<file path="src/rtl/gbs_ram.sv">
// ----------------------------------------------------------------------------
// gbs_ram: generic simple dual-port RAM
// One write port and one read port, read data registered.
// ----------------------------------------------------------------------------
module gbs_ram #(
  parameter int WIDTH = 8,
  parameter int DEPTH = 16
) (
  input  logic                     clk_i,
  input  logic                     we_i,
  input  logic [$clog2(DEPTH)-1:0] waddr_i,
  input  logic [WIDTH-1:0]         wdata_i,
  input  logic                     re_i,
  input  logic [$clog2(DEPTH)-1:0] raddr_i,
  output logic [WIDTH-1:0]         rdata_o
);

  logic [WIDTH-1:0] mem_q [DEPTH];
  logic [WIDTH-1:0] rdata_q;

  always_ff @(posedge clk_i) begin
    if (we_i) begin
      mem_q[waddr_i] <= wdata_i;
    end
    if (re_i) begin
      rdata_q <= mem_q[raddr_i];
    end
  end

  assign rdata_o = rdata_q;

endmodule

</file>
<file path="config.mk">
export PLATFORM = sky130hd
export DESIGN_NAME = gbs_ram
export DESIGN_NICKNAME = d
export VERILOG_FILES = /design/src/rtl/gbs_ram.sv
export SDC_FILE = /design/constraint.sdc
export NUM_CORES = 1
export LEC_CHECK = 0
export BUFFER_PORTS_ARGS = -buffer_cell sky130_fd_sc_hd__buf_2
export CAP_MARGIN = 25
export CELL_PAD_IN_SITES_DETAIL_PLACEMENT = 2
export CELL_PAD_IN_SITES_GLOBAL_PLACEMENT = 2
export CORE_ASPECT_RATIO = 2
export CORE_UTILIZATION = 52
export CTS_BUF_LIST = sky130_fd_sc_hd__clkbuf_8 sky130_fd_sc_hd__clkbuf_16
export DETAILED_ROUTE_END_ITERATION = 7
export PLACE_DENSITY_LB_ADDON = 0.05
export SLEW_MARGIN = 10
export SYNTH_ARGS = -nofsm -noshare
export SYNTH_HDL_FRONTEND = slang
export SYNTH_SLANG_ARGS = --single-unit
</file>
<file path="constraint.sdc">
create_clock -name clk_i -period 3 [get_ports clk_i]
set_clock_uncertainty 0.05 [all_clocks]
set_input_delay 0.6 -clock clk_i [delete_from_list [all_inputs] [get_ports clk_i]]
set_output_delay 0.6 -clock clk_i [all_outputs]
set_load 0.02 [all_outputs]
</file>
# ---- After elaboration in Yosys (flattened, before gate mapping)
# Memory sizes are Yosys's and may differ from the RTL's. A register that Yosys moved wholly into a read port is not among the register bits.
# Cells that the tools add are included.
dict set report totals {
  output_inout_bits 8
  word_cells 3
  inputBits 19
  n_memories 1
  reg_bits 0
  ram_bits 128
}
dict set report classes {
  muxes 2
}
# memory words word_bits read_ports rd_clocked_by_memory_dff write_ports line_no
set memory_table {}
lappend memory_table {mem_q 16 8 1 1 1 18} ;# logic [WIDTH-1:0] mem_q [DEPTH];
# cell n
set op_table {}
lappend op_table {{2-to-1 mux 1 bit} 2}

# ---- Depth between registers and ports, before layout
# Gate-level depths: netlist of the first run.
dict set report logic_depth {
  word_depth 2
  depth_mapped 5
  ltp_nobuf 3
}

# ---- Worst setup path after synthesis of the first run
# No wires, ideal clock.
dict set report synth_timing {
  path_kind {input-to-reg}
  from {in waddr_i[2]}
  to {mem mem_q[0][0], enable pin}
  cell_stages 2
  n_path_buf 0
  setup_slack_ns 0.857
  setup_ns 0.383
  required_ns 2.567
  arrival_ns 1.710
  path_cell_list {or3b_2 -> nor3_1}
}
# item line_no
set synth_lines {}
lappend synth_lines {{start: declaration} 11} ;# input logic [$clog2(DEPTH)-1:0] waddr_i,
lappend synth_lines {{end: declaration} 18}
# Straight into the memory's write port.

# ---- Worst setup path after layout of the first run
dict set report layout_timing {
  from {in waddr_i[2]}
  to {mem mem_q[2][0], enable pin}
}
# Straight into the memory's write port.

==> impl_summary.log, run 1 <==
[metrics] total overflow reported by the global router: 0
[metrics] leading cell types by total area after synthesis: edfxtp_1 78%, mux4_2 7.8%, mux4_1 7.0%
[metrics] internal power: about 3.4 mW
[metrics] final hold viol count: 0
[metrics] highest clock frequency the design can meet: a little over 500 MHz
[metrics] cell count after synthesis: 229
[metrics] ANT cells: 0
[metrics] detail-routed via count per cell: just under 6
[metrics] Clk pwr share: ~46%
[metrics] vias after detailed routing: 2505
[metrics] CORE AREA: 0.009763 mm^2
[metrics] shortest period the worst path allows: 1.978 ns
[metrics] Setup Fix Bufs, Post-CTS: 0
[metrics] Critical Path Sink Type: register
[metrics] share of cells above drive strength 1: a little under a third
[metrics] category of the critical setup timing path: in2reg
[metrics] Leak Pwr: a little over 2 nW
[metrics] final WL: ~13000 um
[metrics] chip width: 72.90 um
[metrics] drt wl/cell: about 31 um
[metrics] portion of total power attributed to combinational logic: under 10%
[metrics] ratio of total power to cell area: 714.5 mW/mm^2
[metrics] wire length of the first global-routing pass: 18860 um
[metrics] Mapped Area: 0.005228 mm^2
[metrics] outcome: complete, no violations
[metrics] smallest hold slack: 0.5337 ns
[metrics] worst setup margin: 1.022 ns
[metrics] number of global-route vias before repair: approximately 2900
[metrics] TritonCTS clock tree: built
[metrics] biggest fanout along the worst timing path: 8
[metrics] Layout area overhead: 17.28%
[metrics] total of endpoints with negative setup slack in the final report: 0
[metrics] Max-cap violations: 0
[metrics] Max-slew headroom: about 38%
[metrics] worst-case vdd ir drop: 0.5045 mV
[metrics] flip-flop and latch count after synthesis: roughly 140
[metrics] number of design rule violations left after detail routing: 0
[metrics] per-instance average area after synthesis: 22.83 um^2
[metrics] area of all placed cells without fillers: 0.006131 mm^2
[metrics] global-route usage over all layers: 27.77%
[metrics] setup_tns: 0 ns
[metrics] effective utilization at floorplan: 53.54%
[metrics] clock slew seen by the registers of the worst setup and hold paths: 0.06 ns
[metrics] list of most frequent post-synthesis cells: 136 x edfxtp_1, 18 x mux4_2, 16 x a22oi_1
[metrics] total number of yosys warnings: 0
[metrics] clock latency at the later pin of the worst-skew pair: slightly above 0.4 ns
[metrics] library cell with the highest instance count after synthesis: edfxtp_1
[metrics] top-level port count: 27
[metrics] sequential cell fraction of total power: 49.2%
[metrics] Placer Congestion: 0.7764
[metrics] count of unique library cells instantiated by Yosys: 18
[metrics] Final Max Slew Viols: 0
[metrics] proportion of total power due to net switching: 22.85%
[metrics] pin count of the biggest net entering global routing: 33
[metrics] setup repair after global routing missed its margin: false
[metrics] Period Utilization, post-route: 65.92%
[metrics] CTS sink cnt: 136
[metrics] Placement Rows: 51
[metrics] count of flip-flops with a built-in enable after synthesis: 136
[metrics] required time of the critical path: between 2 and 3 ns
[metrics] DP Area: 0.005562 mm^2
[metrics] slew at the pin closest to its max-slew limit: between 0.9 and 1 ns
[metrics] antenna violations before repair: 0
[metrics] count of hold buffers inserted by post-cts repair: 0
[metrics] CP startpoint kind: primary input
[metrics] sequential cell area fraction in the yosys report: 78.12%
[metrics] root buffer cell: clkbuf_16
[metrics] antenna-violating nets left: 0
[metrics] nets@finish: 298
[metrics] fillcell total: 752
[metrics] final std cells w/o fill: roughly 420
[metrics] worst hold path type: in2reg
[metrics] Die H: 143.8 um
[metrics] utilization after layout: 62.80%
[metrics] number of detailed-route iterations in the first pass: 4
[metrics] Arr. time, crit path: a little under 2 ns
[metrics] post-DP HPWL: 8083 um
[metrics] total power of the final layout: 4.381 mW
[metrics] DRC violation total after the first TritonRoute iteration: 202
[metrics] predominant post-synthesis flop cell: edfxtp_1
[metrics] H-tree level count: 4
[metrics] total net switching power: roughly 1 mW
[metrics] post-CTS sizing: 0
[metrics] cell taking the most area after synthesis: edfxtp_1
[metrics] dpl ws: 0.5386 ns
[metrics] ys async rst share: 0%
[metrics] DP Cell Count: 392
[metrics] fraction of post-synthesis cell area in the top cell type by area: between 70% and 80%
[metrics] synthesized netlist net count: 248
[metrics] total die area: between 0.01 and 0.015 mm^2
[metrics] TritonCTS buffer count: 17
[metrics] largest buffer count on any clock path: 2
[metrics] Port Buffers: 26
## power groups by stage
stage / sequential, mW / combinational [mW] / clock, mW
after floorplan: 2.20 / 0.108 / 0
after global placement: 2.19 / 0.204 / 0
after detailed placement: 2.20 / 0.214 / 0
after CTS: 2.16 / 0.217 / 2.03
after global routing: 2.16 / 0.227 / 2.10
final: 2.16 / 0.214 / 2.01
## registers in the layout, summed over array words and instances, names as in the netlist
register	count
mem_q	128
rdata_o	8
## critical path, stage by stage
cell    delay [ns]
buf_2         0.12
or3b_2        0.52
nor2_1        0.73
## layer usage
layer  up-vias  global-route usage, %  part of all wire (%)
met5         -                      0                     0
met1      1332                  32.97                    39
met3        19                  5.891                   2.9
met2        72                  48.01                    56
met4         0                  12.18                   2.1
li1       1082                      -                     -
## final cells by class
cell class | count | area, um^2 | share of cell area [%]
repair buffers | 41 | 255.2 | 4.163
clock inverters | 15 | 143.9 | 2.347
flip-flops and latches | 136 | 4084 | 66.61
clock buffers | 17 | 425.4 | 6.939
well taps | 132 | 165.2 | 2.694
multi-input cells | 83 | 1057 | 17.24
## placed cells by master (no fill, tap or decap), drive strengths merged
cell,n
a22oi,16
and2,1
and2b,1
buf,41
bufinv,1
clkbuf,17
clkinv,1
clkinvlp,5
edfxtp,136
inv,8
mux4,32
nand2,9
nand2b,2
nand3,1
nand3b,2
nor2,13
nor2b,1
nor3,4
or3b,1
## cell families after synthesis
logic type             after synthesis  synth area share (%)
DFF                                136                 78.12
and+or+nand+nor                     35                 3.136
muxes                               32                 14.79
AOI/OAI and AO/OA                   16                 2.298
buffers and inverters               10                 1.651
## worst paths after layout
kind	end	from	slack (ns)	depth (start not counted)
hold reg to reg	rdata_o[4]	mem_q[15][4]	0.72	3
setup reg to reg	rdata_o[0]	mem_q[1][0]	1.37	3
setup / recovery	mem_q[2][0]	waddr_i[2]	1.02	3
hold / removal	rdata_o[3]	re_i	0.53	1
No activity file was read; power rests on OpenSTA's default activity.
==> inputs of run 2 (changes only) <==
CORE_UTILIZATION = 43   (was 52)
clock period = 1.81 ns   (was 3 ns; I/O delays follow)
==> impl_summary.log, run 2 (synthesis results as in run 1) <==
[metrics] Die H: 157.9 um (was 143.8 um)
[metrics] vias after detailed routing: 2574 (was 2505)
[metrics] antenna violations before repair: 0 (unchanged)
[metrics] Placer Congestion: 0.7070 (was 0.7764)
[metrics] largest buffer count on any clock path: 2 (unchanged)
[metrics] count of hold buffers inserted by post-cts repair: 0 (unchanged)
[metrics] Clk pwr share: 50.2% (was 45.9%)
[metrics] proportion of total power due to net switching: 20.68% (was 22.85%)
[metrics] smallest hold slack: 0.2883 ns (was 0.5337 ns)
[metrics] post-DP HPWL: 8142 um (was 8083 um)
[metrics] CP startpoint kind: register (was primary input)
[metrics] H-tree level count: 4 (unchanged)
[metrics] clock latency at the later pin of the worst-skew pair: 0.41 ns (about the same)
[metrics] Max-cap violations: 0 (unchanged)
[metrics] number of detailed-route iterations in the first pass: 4 (unchanged)
[metrics] Placement Rows: 56 (was 51)
[metrics] outcome: complete, no violations (unchanged)
[metrics] total net switching power: 1.642 mW (was 1.001 mW)
[metrics] worst hold path type: in2reg (unchanged)
[metrics] antenna-violating nets left: 0 (unchanged)
[metrics] most flop-heavy register: mem_q (unchanged)
[metrics] worst-case vdd ir drop: 0.7158 mV (was 0.5045 mV)
[metrics] clock slew seen by the registers of the worst setup and hold paths: 0.06 ns (about the same)
[metrics] top-level port count: 27 (unchanged)
[metrics] CORE AREA: 0.01177 mm^2 (was 0.009763 mm^2)
[metrics] ratio of total power to cell area: 1248 mW/mm^2 (was 714.5 mW/mm^2)
[metrics] category of the critical setup timing path: reg2reg (was in2reg)
[metrics] sequential cell fraction of total power: 45.0% (was 49.2%)
[metrics] pin count of the biggest net entering global routing: 24 (was 33)
[metrics] final WL: 13470 um (was 12960 um)
[metrics] area of all placed cells without fillers: 0.006360 mm^2 (was 0.006131 mm^2)
[metrics] post-CTS sizing: 0 (unchanged)
[metrics] root buffer cell: clkbuf_16 (unchanged)
[metrics] Final Max Slew Viols: 0 (unchanged)
[metrics] effective utilization at floorplan: 44.41% (was 53.54%)
[metrics] detail-routed via count per cell: 5.771 (was 5.908)
[metrics] ANT cells: 0 (unchanged)
[metrics] slew at the pin closest to its max-slew limit: 0.8110 ns (was 0.9267 ns)
[metrics] setup repair after global routing missed its margin: false (unchanged)
[metrics] DP Area: 0.005688 mm^2 (was 0.005562 mm^2)
[metrics] DRC violation total after the first TritonRoute iteration: 187 (was 202)
[metrics] fillcell total: 1015 (was 752)
[metrics] CTS sink cnt: 136 (unchanged)
[metrics] number of design rule violations left after detail routing: 0 (unchanged)
[metrics] most frequent standard cell in the layout excluding fill and tap cells: edfxtp_1 (unchanged)
[metrics] biggest fanout along the worst timing path: 1 (was 8)
[metrics] global-route usage over all layers: 23.72% (was 27.77%)
[metrics] portion of total power attributed to combinational logic: 4.8% (was 4.9%)
[metrics] Leak Pwr: 2.188 nW (was 2.061 nW)
[metrics] Setup Fix Bufs, Post-CTS: 0 (unchanged)
[metrics] highest clock frequency the design can meet: 618.5 MHz
[metrics] final hold viol count: 0 (unchanged)
[metrics] commonest cells after routing, fill and taps aside: 136 x edfxtp_1, 26 x buf_2, 20 x buf_4, 18 x mux4_2, 17 x clkbuf_16 (was 136 x edfxtp_1, 26 x buf_2, 18 x mux4_2, 17 x clkbuf_16, 16 x a22oi_1)
[metrics] required time of the critical path: 1.90 ns (was 2.99 ns)
[metrics] Port Buffers: 26 (unchanged)
[metrics] flip-flop count of the largest register, all copies and words added: 128 (unchanged)
[metrics] nets@finish: 307 (was 298)
[metrics] Layout area overhead: 21.66% (was 17.28%)
[metrics] drt wl/cell: 30.21 um (was 30.56 um)
[metrics] shortest period the worst path allows: 1.617 ns
[metrics] number of global-route vias before repair: 2803 (was 2885)
[metrics] Period Utilization, post-route: 89.33%
[metrics] Max-slew headroom: 45.82% (was 37.99%)
[metrics] TritonCTS clock tree: built (unchanged)
[metrics] chip width: 79.97 um (was 72.90 um)
[metrics] share of cells above drive strength 1: 33.55% (was 31.16%)
[metrics] internal power: 6.298 mW (was 3.379 mW)
[metrics] Arr. time, crit path: 1.71 ns (was 1.96 ns)
[metrics] Critical Path Sink Type: register (unchanged)
[metrics] total of endpoints with negative setup slack in the final report: 0 (unchanged)
[metrics] wire length of the first global-routing pass: 19500 um (was 18860 um)
[metrics] total overflow reported by the global router: 0 (unchanged)
[metrics] TritonCTS buffer count: 17 (unchanged)
[metrics] total die area: 0.01263 mm^2 (was 0.01048 mm^2)
run 2: power by group through the flow:
stage	sequential [mW]	combinational [mW]	clock [mW]
finish	3.57	0.379	3.99
global route	3.58	0.406	4.13
CTS	3.57	0.389	4.04
detailed placement	3.63	0.375	0
global placement	3.63	0.365	0
floorplan	3.65	0.179	0
run 2: final timing paths:
kind                                    from           end  slack (ns)  cells after the start
worst min-delay path              wdata_i[1]  mem_q[10][1]        0.29                      1
worst max-delay path             mem_q[2][3]    rdata_o[3]        0.19                      3
worst max register to register   mem_q[2][3]    rdata_o[3]        0.19                      3
worst min register to register  mem_q[12][6]    rdata_o[6]        0.72                      3
run 2: per-layer routing:
| layer | global-route usage [%] | up-vias | wire, um | share of wire [%] |
|---|---|---|---|---|
| met3 | 4.323 | 15 | 307 | 2.3 |
| met2 | 42.78 | 63 | 7648 | 57 |
| met4 | 8.078 | 0 | 201 | 1.5 |
| li1 | - | 1106 | - | - |
| met5 | 0 | - | 0 | 0 |
| met1 | 27.98 | 1390 | 5314 | 39 |
run 2: final cells by class:
cell class | instances | area [um^2] | area share [%]
clock buffers | 17 | 425.4 | 6.689
clock inverters | 15 | 246.5 | 3.876
multi-input cells | 83 | 1062 | 16.70
flip-flops and latches | 136 | 4084 | 64.21
well taps | 145 | 181.4 | 2.853
repair buffers | 50 | 360.3 | 5.666
run 2: metrics by stage:
stage                     utilization [%]  setup TNS [ns]  power [mW]  cells  worst slack, ns
final                               54.03               0       7.940    446           0.1931
after global routing                54.03               0       8.117    446           0.1515
after CTS                           54.03               0       8.006    446           0.1814
after detailed placement            48.32          -1.026       4.010    414          -0.1950
after global placement              48.32          -1.003       3.994    414          -0.1943
after floorplan                         -               0       3.827    229           0.1156
run 2: critical path, stage by stage, from the launching register on:
cell and delay, ns:
edfxtp_1 0.37, mux4_1 0.51, a22oi_1 0.28, nand2_1 0.14
